File: src/rtl/core/ptt_pkg.sv
// shared types and constants for the page table translator
package ptt_pkg;

  // table geometry (PAGE_BYTES must be a power of two)
  localparam int TABLE_ENTRIES = 32;
  localparam int PAGE_BYTES    = 128;
  localparam int FRAME_COUNT   = 128;

  // field widths
  localparam int VA_W     = 32;
  localparam int TAG_W    = 25;
  localparam int FRAME_W  = 8;
  localparam int SLOT_W   = 5;
  localparam int PA_W     = 15;
  localparam int LIMIT_W  = 6;
  localparam int OFFSET_W = $clog2(PAGE_BYTES);
  localparam int VPN_W    = VA_W - OFFSET_W;
  localparam int CMP_W    = (VPN_W > TAG_W) ? VPN_W : TAG_W;
  localparam int IDX_W    = (TABLE_ENTRIES > 1) ? $clog2(TABLE_ENTRIES) : 1;
  localparam int SEL_W    = (IDX_W > LIMIT_W) ? IDX_W : LIMIT_W;
  localparam int FULL_W   = FRAME_W + OFFSET_W;

  localparam logic [LIMIT_W-1:0] LIMIT_RESET = LIMIT_W'(32);

  typedef enum logic {
    OP_TRANSLATE = 1'b0,
    OP_WRITE     = 1'b1
  } op_e_t;

  typedef enum logic [1:0] {
    ST_OK         = 2'd0,
    ST_READ_ONLY  = 2'd1,
    ST_PAGE_FAULT = 2'd2,
    ST_BUS_ERROR  = 2'd3
  } status_t;

  // input beat
  typedef struct packed {
    op_e_t              opcode;
    logic [VA_W-1:0]    virtual_address;
    logic               is_write;
    logic [SLOT_W-1:0]  slot;
    logic [TAG_W-1:0]   new_page_tag;
    logic [FRAME_W-1:0] new_frame;
    logic               new_valid;
    logic               new_read_only;
  } in_t;

  // result beat
  typedef struct packed {
    status_t         status;
    logic [PA_W-1:0] physical_address;
  } out_t;

  // token handed from cell to cell
  typedef struct packed {
    logic                active;
    op_e_t               opcode;
    logic                is_write;
    logic [CMP_W-1:0]    vpn;
    logic [OFFSET_W-1:0] offset;
    logic [SLOT_W-1:0]   slot;
    logic [TAG_W-1:0]    new_tag;
    logic [FRAME_W-1:0]  new_frame;
    logic                new_valid;
    logic                new_ro;
    logic                found;
    logic [FRAME_W-1:0]  frame;
    logic                ro;
  } tok_t;

endpackage

File: src/rtl/core/ptt_cell.sv
// one table entry cell: compares or loads as the token passes by
module ptt_cell import ptt_pkg::*; (
  input  logic               clk,
  input  logic               rst_n,
  input  logic [IDX_W-1:0]   cell_idx,
  input  logic [LIMIT_W-1:0] limit,
  input  tok_t               tok_in,
  output tok_t               tok_out
);

  logic [TAG_W-1:0]   tag_r;
  logic [FRAME_W-1:0] frame_r;
  logic               valid_r;
  logic               ro_r;
  logic               use_r;
  logic               dirty_r;
  tok_t               tok_r;
  tok_t               tok_nxt;

  logic in_range;
  logic hit;
  logic load;
  logic success;

  // match and load decode
  always_comb begin
    in_range = SEL_W'(cell_idx) < SEL_W'(limit);
    hit      = tok_in.active && (tok_in.opcode == OP_TRANSLATE) && !tok_in.found &&
               in_range && valid_r && (CMP_W'(tag_r) == tok_in.vpn);
    load     = tok_in.active && (tok_in.opcode == OP_WRITE) &&
               (SEL_W'(tok_in.slot) == SEL_W'(cell_idx));
    success  = hit && !(tok_in.is_write && ro_r) &&
               (frame_r < FRAME_W'(FRAME_COUNT));
  end

  // token update for the neighbor
  always_comb begin
    tok_nxt = tok_in;
    if (hit) begin
      tok_nxt.found = 1'b1;
      tok_nxt.frame = frame_r;
      tok_nxt.ro    = ro_r;
    end
  end

  // entry payload
  always_ff @(posedge clk) begin
    if (load) begin
      tag_r   <= tok_in.new_tag;
      frame_r <= tok_in.new_frame;
    end
  end

  // entry flags
  always_ff @(posedge clk) begin
    if (!rst_n) begin
      valid_r <= 1'b0;
      ro_r    <= 1'b0;
      use_r   <= 1'b0;
      dirty_r <= 1'b0;
    end else if (load) begin
      valid_r <= tok_in.new_valid;
      ro_r    <= tok_in.new_ro;
      use_r   <= 1'b0;
      dirty_r <= 1'b0;
    end else if (success) begin
      use_r <= 1'b1;
      if (tok_in.is_write) begin
        dirty_r <= 1'b1;
      end
    end
  end

  // token register
  always_ff @(posedge clk) begin
    if (!rst_n) begin
      tok_r <= '0;
    end else begin
      tok_r <= tok_nxt;
    end
  end

  assign tok_out = tok_r;

  // a freshly loaded entry starts clean
  a_load_clears: assert property (@(posedge clk) disable iff (!rst_n)
    load |=> (!use_r && !dirty_r))
    else $error("loaded entry not clean");

  // dirty only ever set together with use
  a_dirty_use: assert property (@(posedge clk) disable iff (!rst_n)
    dirty_r |-> use_r)
    else $error("dirty entry without use");

  // a found token stays found down the row
  a_found_sticks: assert property (@(posedge clk) disable iff (!rst_n)
    (tok_in.active && tok_in.found) |=> (tok_r.active && tok_r.found))
    else $error("found flag lost in cell");

endmodule

File: src/rtl/core/page_table_translator.sv
// top level of the page table translator: cell row and result stage
//
//  channel  ports                        handshake
//  input    start, busy, in_item         taken when start & !busy
//  result   out_strobe, out_item         one-cycle strobe, no back-pressure
//  config   cfg_we, cfg_wdata            written when cfg_we
//
// A new item is taken every cycle; busy is high only during reset and the cycle after.
// The token walks one cell per cycle through the TABLE_ENTRIES cell registers and then
// passes the result register, so results strobe in input order.
// Reset is synchronous: all entries invalid, the search limit (limit_r) back to 32.
// Results cannot be stalled; the strobe is the only qualifier.
module page_table_translator import ptt_pkg::*; (
  input  logic               clk,
  input  logic               rst_n,
  input  logic               start,
  output logic               busy,
  input  in_t                in_item,
  output logic               out_strobe,
  output out_t               out_item,
  input  logic               cfg_we,
  input  logic [LIMIT_W-1:0] cfg_wdata
);

  logic [LIMIT_W-1:0] limit_r;
  logic               busy_r;
  logic               out_strobe_r;
  out_t               out_item_r;
  out_t               out_item_nxt;
  tok_t               chain [TABLE_ENTRIES+1];
  tok_t               last;
  logic [FULL_W-1:0]  full_pa;

  // configuration register
  always_ff @(posedge clk) begin
    if (!rst_n) begin
      limit_r <= LIMIT_RESET;
    end else if (cfg_we) begin
      limit_r <= cfg_wdata;
    end
  end

  // busy set while in reset, cleared once reset is released
  always_ff @(posedge clk) begin
    if (!rst_n) begin
      busy_r <= 1'b1;
    end else begin
      busy_r <= 1'b0;
    end
  end

  assign busy = busy_r;

  // token entering the first cell
  always_comb begin
    chain[0].active    = start && !busy_r;
    chain[0].opcode    = in_item.opcode;
    chain[0].is_write  = in_item.is_write;
    chain[0].vpn       = CMP_W'(in_item.virtual_address >> OFFSET_W);
    chain[0].offset    = in_item.virtual_address[OFFSET_W-1:0];
    chain[0].slot      = in_item.slot;
    chain[0].new_tag   = in_item.new_page_tag;
    chain[0].new_frame = in_item.new_frame;
    chain[0].new_valid = in_item.new_valid;
    chain[0].new_ro    = in_item.new_read_only;
    chain[0].found     = 1'b0;
    chain[0].frame     = '0;
    chain[0].ro        = 1'b0;
  end

  // row of entry cells
  for (genvar i = 0; i < TABLE_ENTRIES; i++) begin : g_cell
    ptt_cell u_cell (
      .clk     (clk),
      .rst_n   (rst_n),
      .cell_idx(IDX_W'(i)),
      .limit   (limit_r),
      .tok_in  (chain[i]),
      .tok_out (chain[i+1])
    );
  end

  assign last = chain[TABLE_ENTRIES];

  // result decode, first failing check wins
  always_comb begin
    full_pa                       = {last.frame, last.offset};
    out_item_nxt.status           = ST_OK;
    out_item_nxt.physical_address = '0;
    priority if (last.opcode == OP_WRITE) begin
      out_item_nxt.status = ST_OK;
    end else if (!last.found) begin
      out_item_nxt.status = ST_PAGE_FAULT;
    end else if (last.is_write && last.ro) begin
      out_item_nxt.status = ST_READ_ONLY;
    end else if (last.frame >= FRAME_W'(FRAME_COUNT)) begin
      out_item_nxt.status = ST_BUS_ERROR;
    end else begin
      out_item_nxt.status           = ST_OK;
      out_item_nxt.physical_address = PA_W'(full_pa);
    end
  end

  // result register
  always_ff @(posedge clk) begin
    if (!rst_n) begin
      out_strobe_r <= 1'b0;
    end else begin
      out_strobe_r <= last.active;
    end
  end

  always_ff @(posedge clk) begin
    out_item_r <= out_item_nxt;
  end

  assign out_strobe = out_strobe_r;
  assign out_item   = out_item_r;

  // faults never carry an address
  a_fault_zero_pa: assert property (@(posedge clk) disable iff (!rst_n)
    (out_strobe && (out_item.status != ST_OK)) |-> (out_item.physical_address == '0))
    else $error("fault result with nonzero address");

  // busy drops in the cycle after reset is released
  a_busy_clears: assert property (@(posedge clk) disable iff (!rst_n)
    busy |=> !busy)
    else $error("busy stuck after reset");

  // a configuration write lands in the register
  a_cfg_write: assert property (@(posedge clk) disable iff (!rst_n)
    cfg_we |=> (limit_r == $past(cfg_wdata)))
    else $error("search count not written");

endmodule

File: config.mk
export PLATFORM = sky130hd
export DESIGN_NAME = page_table_translator
export DESIGN_NICKNAME = d
export VERILOG_FILES = /design/src/rtl/core/ptt_pkg.sv /design/src/rtl/core/ptt_cell.sv /design/src/rtl/core/page_table_translator.sv
export SDC_FILE = /design/constraint.sdc
export NUM_CORES = 2
export LEC_CHECK = 0
export ABC_CLOCK_PERIOD_IN_PS = 4800
export BUFFER_PORTS_ARGS = -buffer_cell sky130_fd_sc_hd__buf_2
export CORE_ASPECT_RATIO = 1.1
export CORE_MARGIN = 8
export CORE_UTILIZATION = 62
export DETAILED_ROUTE_END_ITERATION = 6
export PLACE_DENSITY = 0.87
export SKIP_LAST_GASP = 1
export SYNTH_ARGS = -nofsm -noshare
export SYNTH_HDL_FRONTEND = slang
export SYNTH_SLANG_ARGS = --single-unit
export TNS_END_PERCENT = 30
File: constraint.sdc
create_clock -name clk -period 4.8 [get_ports clk]
set_clock_uncertainty 0.15 [all_clocks]
set_input_delay 1.2 -clock clk [delete_from_list [all_inputs] [get_ports clk]]
set_output_delay 1.2 -clock clk [all_outputs]
set_load 0.05 [all_outputs]
==> metrics <==
Final Cycle Share=0.795; via count=63400; CP Data Arrival Time=4.48 ns; Area growth, synth to finish=12.1%; final WL=251000 microns; Die Outline Area=206000 sq um; Post-synth top flop=sky130_fd_sc_hd__dfxtp_1; Die Y-Extent=475 microns; gpl congestion=0.821; setup slack after placement=1.14 ns; number of synthesized flops with an enable pin=1056; startpoint types=flop; clk sinks=3800; status=completed; biggest area consumer among synthesized cells=sky130_fd_sc_hd__dfxtp_1; residual overflow from global routing=0; overall global routing resource usage=0.237; cell types with the largest area share after synthesis=sky130_fd_sc_hd__dfxtp_1 46%, sky130_fd_sc_hd__edfxtp_1 27%, sky130_fd_sc_hd__and2_1 12%; finished layout cell area=133000 sq um; worst-case vdd ir drop=0.633 mV; endpoints failing hold=0; sum of net half-perimeters after detailed placement=154000 microns; post-placement cell area=122000 sq um; number of global-route vias before repair=67300; number of gates resized after CTS=0; Cell variety after synth=48; share of cells above drive strength 1=0.0794; Post-Synthesis Cells=8880; ratio of routed vias to standard cells=5.35; die width=434 microns; total clock buffers created by CTS=355; maximum buffer depth of the clock tree=4; post-synthesis area per instance=13.4 sq um; share of the yosys chip area belonging to registers=0.728; sum of negative setup slack=0 ns; Top Metal Used=met4; worst setup path class=flop to flop; total standard cell area after synthesis=119000 sq um; placement row count=168; Starting Density=0.624; cell chosen for the clock root=sky130_fd_sc_hd__clkbuf_16; total of hold buffers inserted after clock tree synthesis=0; most frequent cell after synthesis=sky130_fd_sc_hd__dfxtp_1; min setup slack post-route=0.983 ns; CTS tree=done; max-capacitance violation count=0; FF+latch count, synth=3800; met3 wire len=11800 microns; DRC Markers=0; fin. max-slew vios=0; category of the worst setup path capture point=flop; met1 wire length=92500 microns; Mapped Nets=8964; RSZ-0062 raised after global routing=false; Critical Path RT=5.47 ns; Max stage delay on crit path=1.17 ns; final setup violation count=0; fin nets=9104; worst rel slew slack=0.0618; number of buffers inserted to repair setup after CTS=0; top-level I/O count=103; Slowest cell on crit path=sky130_fd_sc_hd__dfxtp_1; power density over the cells=458 nW/um^2; top post-synthesis cells by count=2744 x sky130_fd_sc_hd__dfxtp_1, 2358 x sky130_fd_sc_hd__and2_1, 1056 x sky130_fd_sc_hd__edfxtp_1; number of antenna violations at the first check in global routing=11; transition time of the tightest slew-check pin=1.40 ns; Final Hold Slack=0.227 ns; LEAKAGE=52.7 nW; met2 wirelength from detailed routing=135000 microns; critical path peak fanout=17; remaining number of nets flagged by the antenna check after routing=0; Clock Pin Slew Worst Setup and Hold Paths=0.07 ns; worst skew pair latency=0.95 ns; pin count of the biggest net entering global routing=330; first-pass GRT wire length=383000 microns; maximum level of the CTS H-tree=5; Worst Hold Class=flop to flop; FMAX=0.262 GHz; Initial DRC Count=5407; post-synthesis async set-or-reset flop share=0; WL/cell=21.2 microns; DR pass1 iterations=5; critical-path cell list=a211o_1, nor2_1, nor4_1, nand4_1, mux2i_1; post-synth top area share=0.462; number of buffer cells added on primary ports=102; synth warn=0; minimum clock period=3.82 ns; area of the placeable core=191000 sq um
## cells by family after synthesis
group,after synthesis,share of synthesized area
other,1,0.0000315
buffers and inverters,401,0.0130
AOI/OAI and AO/OA,271,0.0117
xor gates and xnor gates,800,0.0589
DFF,3800,0.728
and+or+nand+nor,3368,0.168
muxes,239,0.0201
## where the power goes
| group | leakage (nW) | total, mW | internal, mW | switching, mW |
|---|---|---|---|---|
| registers | 32.6 | 33.0 | 32.9 | 0.0997 |
| clock network | 5.64 | 27.4 | 15.8 | 11.7 |
| logic | 14.4 | 0.566 | 0.148 | 0.418 |
| total | 52.7 | 61.0 | 48.8 | 12.2 |
## stage by stage
stage | cells | power [mW] | utilization
after global routing | 11900 | 62.5 | 0.699
after floorplan | 8880 | 34.0 | -
after detailed placement | 11200 | 34.2 | 0.639
after CTS | 11900 | 61.1 | 0.699
final | 11900 | 61.0 | 0.699
after global placement | 11200 | 34.2 | 0.639
## layout make-up
type	instances	area, sq um
Inverter	21	83.8
Multi-Input combinational cell	4679	30900
Clock inverter	129	1080
Fill cell	11000	57400
Tap cell	2550	3190
Timing Repair Buffer	163	1070
Clock buffer	510	10300
Sequential cell	3800	86600
Antenna cell	9	22.5
## registers in the layout, summed over array words and instances, names as in the netlist
register,flops
g_cell.u_cell.tok_out,2655
g_cell.u_cell.tag_r,800
g_cell.u_cell.frame_r,256
g_cell.u_cell.ro_r,32
g_cell.u_cell.valid_r,32
out_item,17
limit_r,6
busy,1
out_strobe,1
## critical path: cells and delay by family (launching register included)
family	cells	cell delay, ns
AOI/OAI and AO/OA	1	0.43
DFF	1	1.17
muxes	1	0.44
and+or+nand+nor	3	1.50
## routing by layer
| metal | up-vias | GRT usage |
|---|---|---|
| met2 | 1978 | 0.447 |
| met1 | 31300 | 0.264 |
| met5 | - | 0 |
| met4 | 0 | 0.103 |
| li1 | 29500 | - |
| met3 | 677 | 0.0359 |
## path summary, 6_finish.rpt
check	depth (start not counted)	start	endpoint	slack, ns
setup / recovery	5	limit_r[1]$_SDFFE_PN0P_	g_cell[18].u_cell.tok_out[3]$_SDFF_PN0_	0.98
hold / removal	0	g_cell[23].u_cell.tok_out[20]$_SDFF_PN0_	g_cell[24].u_cell.tag_r[0]$_DFFE_PP_	0.23
setup reg to reg	5	limit_r[1]$_SDFFE_PN0P_	g_cell[18].u_cell.tok_out[3]$_SDFF_PN0_	0.98
hold reg to reg	0	g_cell[23].u_cell.tok_out[20]$_SDFF_PN0_	g_cell[24].u_cell.tag_r[0]$_DFFE_PP_	0.23
## placed cells by master, fill, tap and decap left out, types with 23 or more instances in the layout
cell | Yosys | layout
sky130_fd_sc_hd__nand4_1 | 134 | 134
sky130_fd_sc_hd__dfxtp_1 | 2744 | 2743
sky130_fd_sc_hd__nor2_1 | 106 | 102
sky130_fd_sc_hd__nand2_1 | 379 | 379
sky130_fd_sc_hd__clkinv_1 | 0 | 25
sky130_fd_sc_hd__xor2_1 | 353 | 353
sky130_fd_sc_hd__nor3_2 | 0 | 24
sky130_fd_sc_hd__nand3_1 | 137 | 137
sky130_fd_sc_hd__nor4bb_1 | 23 | 23
sky130_fd_sc_hd__clkbuf_1 | 347 | 86
sky130_fd_sc_hd__clkbuf_8 | 0 | 56
sky130_fd_sc_hd__mux2i_1 | 239 | 239
sky130_fd_sc_hd__edfxtp_1 | 1056 | 1056
sky130_fd_sc_hd__o21ai_0 | 99 | 99
sky130_fd_sc_hd__clkinv_2 | 0 | 72
sky130_fd_sc_hd__clkbuf_16 | 0 | 368
sky130_fd_sc_hd__xnor2_1 | 447 | 447
sky130_fd_sc_hd__buf_2 | 26 | 101
sky130_fd_sc_hd__and2_1 | 2358 | 2358
sky130_fd_sc_hd__nor4_1 | 115 | 113
sky130_fd_sc_hd__a21oi_1 | 148 | 148
sky130_fd_sc_hd__buf_4 | 3 | 54
Note: power is estimated with default switching activity, not from simulation.
